## config.mk

```make
export PLATFORM = sky130hd
export DESIGN_NAME = cgjt_mul
export DESIGN_NICKNAME = d
export VERILOG_FILES = /design/src/rtl/crawl_gait_joint_target_generator_assert.svh /design/src/rtl/cgjt_pkg.sv /design/src/rtl/cgjt_mul.sv
export SDC_FILE = /design/constraint.sdc
export NUM_CORES = 2
export LEC_CHECK = 0
export BUFFER_PORTS_ARGS = -buffer_cell sky130_fd_sc_hd__buf_2
export CAP_MARGIN = 20
export CORE_ASPECT_RATIO = 1.1
export CORE_MARGIN = 2
export CORE_UTILIZATION = 28
export CTS_CLUSTER_SIZE = 24
export DETAILED_ROUTE_END_ITERATION = 16
export PLACE_DENSITY = 0.48
export SLEW_MARGIN = 20
export SYNTH_ARGS = -nofsm -noshare
export SYNTH_HDL_FRONTEND = slang
export SYNTH_SLANG_ARGS = --single-unit
```

## constraint.sdc

```tcl
create_clock -name aclk -period 7.4 [get_ports aclk]
set_input_delay 0 -clock aclk [delete_from_list [all_inputs] [get_ports aclk]]
set_output_delay 0 -clock aclk [all_outputs]
set_load 0.02 [all_outputs]
```

## src/rtl/crawl_gait_joint_target_generator_assert.svh

```systemverilog
// Assertion macros for the crawl gait joint target generator.
`ifndef CRAWL_GAIT_JOINT_TARGET_GENERATOR_ASSERT_SVH
`define CRAWL_GAIT_JOINT_TARGET_GENERATOR_ASSERT_SVH

// same-cycle implication
`define CGJT_ASSERT_NOW(lbl, clk, rstn, ante, cons) \
    lbl: assert property (@(posedge clk) disable iff (!rstn) (ante) |-> (cons)) \
        else $error("assertion failed: same-cycle check");

// next-cycle implication
`define CGJT_ASSERT_NEXT(lbl, clk, rstn, ante, cons) \
    lbl: assert property (@(posedge clk) disable iff (!rstn) (ante) |=> (cons)) \
        else $error("assertion failed: next-cycle check");

`endif

```

## src/rtl/cgjt_pkg.sv

```systemverilog
// Types, constants, tables and helpers of the crawl gait joint target generator.
package cgjt_pkg;

    localparam int JOINTS      = 12;
    localparam int LEGS        = 4;
    localparam int BLEND_TICKS = 1500;

    localparam int MUL_A_W = 33;
    localparam int MUL_B_W = 27;
    localparam int MUL_P_W = 60;

    localparam logic [32:0] BLEND_RECIP = 33'((64'd1 << 32) / BLEND_TICKS);

    localparam logic [16:0] ONE_Q15    = 17'd32768;
    localparam logic [21:0] TICK_MAX   = 22'h3FFFFF;
    localparam logic [31:0] LEG_OFFSET = 32'h6000_0000;

    localparam logic signed [23:0] DEADBAND   = 24'sd20972;
    localparam logic signed [19:0] CORR_LIMIT = 20'sd1229;
    localparam logic signed [19:0] THIGH_LO   = 20'sd6144;
    localparam logic signed [19:0] THIGH_HI   = 20'sd10650;
    localparam logic signed [19:0] CALF_LO    = -20'sd19251;
    localparam logic signed [19:0] CALF_HI    = -20'sd14336;
    localparam logic signed [19:0] HIP_LO     = -20'sd32768;
    localparam logic signed [19:0] HIP_HI     = 20'sd32767;
    localparam logic [15:0] KP_LO = 16'd7680;
    localparam logic [15:0] KP_HI = 16'd20480;
    localparam logic [15:0] KD_LO = 16'd768;
    localparam logic [15:0] KD_HI = 16'd2048;

    localparam logic [2:0] CFG_PHASE_STEP   = 3'd0;
    localparam logic [2:0] CFG_STRIDE       = 3'd1;
    localparam logic [2:0] CFG_LIFT         = 3'd2;
    localparam logic [2:0] CFG_BALANCE_GAIN = 3'd3;
    localparam logic [2:0] CFG_KP_START     = 3'd4;
    localparam logic [2:0] CFG_KD_START     = 3'd5;
    localparam logic [2:0] CFG_CRAWL_TICKS  = 3'd6;
    localparam logic [2:0] CFG_CONTACT_THR  = 3'd7;

    typedef enum logic [3:0] {
        ST_IDLE, ST_FILT, ST_SEL, ST_DIV, ST_BLEND, ST_CRAWL, ST_TILT, ST_FINAL, ST_EMIT
    } state_t;

    typedef enum logic [1:0] {MODE_RISE, MODE_CRAWL, MODE_FALL} mode_t;

    localparam logic signed [16:0] CRAWL_POSE [JOINTS] = '{
        17'sd983, 17'sd8602, -17'sd16794, -17'sd983, 17'sd8602, -17'sd16794,
        17'sd983, 17'sd8602, -17'sd16794, -17'sd983, 17'sd8602, -17'sd16794
    };
    localparam logic signed [16:0] LYING_POSE [JOINTS] = '{
        17'sd410, 17'sd9421, -17'sd18432, -17'sd410, 17'sd9421, -17'sd18432,
        17'sd410, 17'sd9421, -17'sd18432, -17'sd410, 17'sd9421, -17'sd18432
    };
    localparam logic signed [16:0] TANH_TAB [25] = '{
        17'sd0, 17'sd8026, 17'sd15143, 17'sd20813, 17'sd24956, 17'sd27797, 17'sd29660,
        17'sd30847, 17'sd31590, 17'sd32048, 17'sd32330, 17'sd32501, 17'sd32606,
        17'sd32670, 17'sd32708, 17'sd32732, 17'sd32746, 17'sd32755, 17'sd32760,
        17'sd32763, 17'sd32765, 17'sd32766, 17'sd32767, 17'sd32767, 17'sd32768
    };
    localparam logic signed [16:0] COS_TAB [17] = '{
        17'sd32768, 17'sd32610, 17'sd32138, 17'sd31357, 17'sd30274, 17'sd28899,
        17'sd27246, 17'sd25330, 17'sd23170, 17'sd20788, 17'sd18205, 17'sd15447,
        17'sd12540, 17'sd9512, 17'sd6393, 17'sd3212, 17'sd0
    };

    // right shift, rounding half away from zero
    function automatic logic signed [63:0] rshr(input logic signed [63:0] v, input int s);
        logic [63:0] m;
        m = v[63] ? 64'(-v) : 64'(v);
        m = (m + (64'd1 << (s - 1))) >> s;
        return v[63] ? -$signed(m) : $signed(m);
    endfunction

    function automatic logic signed [19:0] clamp20(input logic signed [19:0] v,
                                                    input logic signed [19:0] lo,
                                                    input logic signed [19:0] hi);
        return (v < lo) ? lo : ((v > hi) ? hi : v);
    endfunction

endpackage

```

## src/rtl/cgjt_mul.sv

```systemverilog
// Shared signed multiplier with registered product.
module cgjt_mul (
    input  logic                                  aclk,
    input  logic signed [cgjt_pkg::MUL_A_W-1:0]   a,
    input  logic signed [cgjt_pkg::MUL_B_W-1:0]   b,
    output logic signed [cgjt_pkg::MUL_P_W-1:0]   p
);
    import cgjt_pkg::*;

    always_ff @(posedge aclk) begin
        p <= MUL_P_W'(a) * MUL_P_W'(b);
    end

endmodule

```

* Word level (Yosys, flattened, before mapping)
Cells that the tools add are included.
Cells by class: $mul 1
Operators by type and width (number):
- $mul 33x27->60 | 1
Storage, ports and cells: register bits 60, word-level logic and storage cells 2, output and inout port bits 60

* Logic depth before layout (Yosys ltp)
depth after elaboration 1, depth in mapped cells 28, gate-level depth less buffers 25

* Worst setup path before layout
Ideal clock, no wire load.
path kind in2reg, start point input a[32] in the netlist's numbering, end point register p[53] in the netlist's numbering, library setup time 0.120 ns, data required time 7.280 ns, path buffers 2, stages 23, setup slack 0.844 ns, data arrival time 6.436 ns, path through clkbuf_1 > nand2_1 > inv_1 > fa_1 > fa_1 > fa_1 > ha_1 > inv_1 > fa_1 > inv_1 > fa_1 > fa_1 > ha_1 > clkbuf_1 > a21o_1 > a21o_1 > a21o_1 > a21oi_1 > o21ai_0 > a21o_1 > or2_2 > a311oi_1 > nor2_1
On the way: word-level cells in the longest chain between the ends 1
RTL lines:
- from (decl) | RTL line cgjt_mul.sv:4 | input logic signed [cgjt_pkg::MUL_A_W-1:0] a,
- $mul 33x27->60 | RTL line cgjt_mul.sv:11 | p <= MUL_P_W'(a) * MUL_P_W'(b);
- to (signal assigned) | RTL line cgjt_mul.sv:11
- to (decl) | RTL line cgjt_mul.sv:6 | output logic signed [cgjt_pkg::MUL_P_W-1:0] p
Every way passes these cells.

* Worst setup path after layout
start point input b[8] in the netlist's numbering, end point register p[59] in the netlist's numbering
On the way: word-level cells in the longest chain between the ends 1
RTL lines:
- from (decl) | RTL line cgjt_mul.sv:5 | input logic signed [cgjt_pkg::MUL_B_W-1:0] b,
- $mul 33x27->60 | RTL line cgjt_mul.sv:11
Every way passes these cells.

==> reports/metrics.cfg <==
[global_route]
antenna_found_initial=13
grt_pass1_vias=25700
overflow=0
grtUsageTotal=0.167
grt_pass1_wl_um=150000
grt_max_degree=28

[yosys]
synth_top_area_cell=fa_1
synth_nets=4670
synth-async-reset-ratio=0
synth.yosys.seq_area_share=0.0370
yosysTopAreaCellShare=0.561
syn_area_per_cell_um2=9.21
ys_warn_count=0
synth_area_um2=32500
synth_area_leaders=fa_1, inv_1, and2_1
synth_seq_cells=60
synth_cell_types=57
synth-edff-count=0
ys.flop_type=dfxtp_1
postSynthCellCount=3528

[clock_tree]
cts_setup_buffers=0
cts-root-buf=clkbuf_16
htree_levels=3
numClockSinks=60
numCtsBuffers=9
clockBufferDepth=2
cts.clk_slew.worst_paths_ns=0.08
cts_tree=yes

[timing]
slew_headroom=0.563
setup_viol=0
fmax_mhz=143
finalHoldViolCount=0
tns_ns=0
worst_pin_slew_ns=0.656
fin_crit_ns=6.99
rsz0062_at_grt=false
fin_crit_sh=0.944
drv_slew=0

[worst_setup_path]
slowest_delay_ns=0.59
slowest_stage=fa_1
crit_fanout=24
critical-path-top-delay-family=adder cells
required_ns=7.71
cp.arrival_ns=7.30
worstSetupStartpointType=primary input
critical_path_class=primary input to flip-flop
path_common_cell=fa_1
path_buf_inv=8
crit_path_end_kind=flip-flop

[floorplan]
row_count=131
start_util=0.281
die_w_um=329
dieHeight_um=361
ios=121
dieArea_um2=119000
core_um2=116000

[final_layout]
nets=4785
final.fill_count=12300
post_layout_nonfiller_instances=5181
syn_to_final_growth_pct=10.5
layout_common_cells=inv_1, fa_1, nand2_1
layout_commonest_cell=inv_1
multi_input_area_um2=27000
largest_reg_flops=60
largest_register=p
seqCellArea_um2=1200
final_layout_size_suffix_gt1_frac=0.0833
biggestRegsByFlops=p x60

[drt]
ant_nets=0
drt_pass1_iterations=7
drcViolationCount=0
routed-via-count=22700
dr.first_iter.drc_count=935
wire_per_inst_um=18.2
drt-vias-per-instance=4.38
drt_wl_total_um=94400

[placement]
dpl.hpwl_um=84200
dp.cells=5161
place.port_buffers=120
gp_congestion=0.854

[job]
drv_cap=0

[min_path]
hold_class=primary input to flip-flop

[status]
outcome=complete, no violations

==> Yosys cell counts (3+ instances only) <==
library cell and n:
and3_1 11, o31ai_1 3, buf_2 3, clkbuf_1 163, nand4_1 9, a311oi_1 5
nand2_1 515, a31oi_1 8, a21oi_1 53, dfxtp_1 60, ha_1 170, nand3_1 9
buf_1 4, and2_1 389, o21bai_1 9, o211ai_1 6, a21o_1 25, a211o_1 3
nor2_1 49, fa_1 911, o21a_1 6, nor2b_1 7, nand2b_1 11, xor2_1 21
inv_1 960, o21ai_0 28, xnor2_1 42, a211oi_1 9, nor3b_1 3
==> kinds of logic (layout without fill, tap and decap cells) <==
group                      Yosys count  after routing  share of synthesized area
muxes                                1              1                   0.000347
DFF                                 60             60                     0.0370
buffers and inverters             1133           1253                      0.131
adders and majority gates         1081           1081                      0.627
xor gates and xnor gates            63             63                     0.0170
and+or+nand+nor                   1013           1013                      0.152
AOI/OAI and AO/OA                  177            177                     0.0359
other                                0              4                          0
==> through the flow <==
stage	setup WS, ns	utilization	hold WS, ns	instance area (um2)
floorplan	0.844	-	0.127	32500
CTS	0.351	0.311	0.259	35900
global placement	-0.111	0.308	0.418	35600
detailed placement	-0.0534	0.308	0.417	35600
global route	0.0654	0.311	0.251	35900
finish	0.411	0.311	0.238	35900
==> path summary, 6_finish.rpt <==
kind,start,endpoint,slack [ns],depth (start not counted)
worst min-delay path,b[0],p[0],0.24,2
worst max-delay path,b[8],p[59],0.41,26
==> layout make-up <==
type / count / share of cell area
multi-input cells: 2335 / 0.753
inverters: 961 / 0.100
well taps: 1529 / 0.0533
repair buffers: 276 / 0.0515
flip-flops and latches: 60 / 0.0335
clock buffers: 9 / 0.00627
clock inverters: 7 / 0.00209
diodes: 4 / 0.000279
==> layer usage <==
layer  wire, um  track usage
met1      34300        0.187
met4       3680       0.0577
met5         53            0
met3       2570       0.0152
met2      53800        0.326
==> repair_timing <==
action                     CTS  global route
hold endpoints to repair     0             0
hold buffers                 0             0
setup endpoints to repair    0             5
resized for setup            0             1
Power is left out: the tool's default activity adds up to more than one toggle a clock period on the data nets, which glitch-free logic cannot reach.
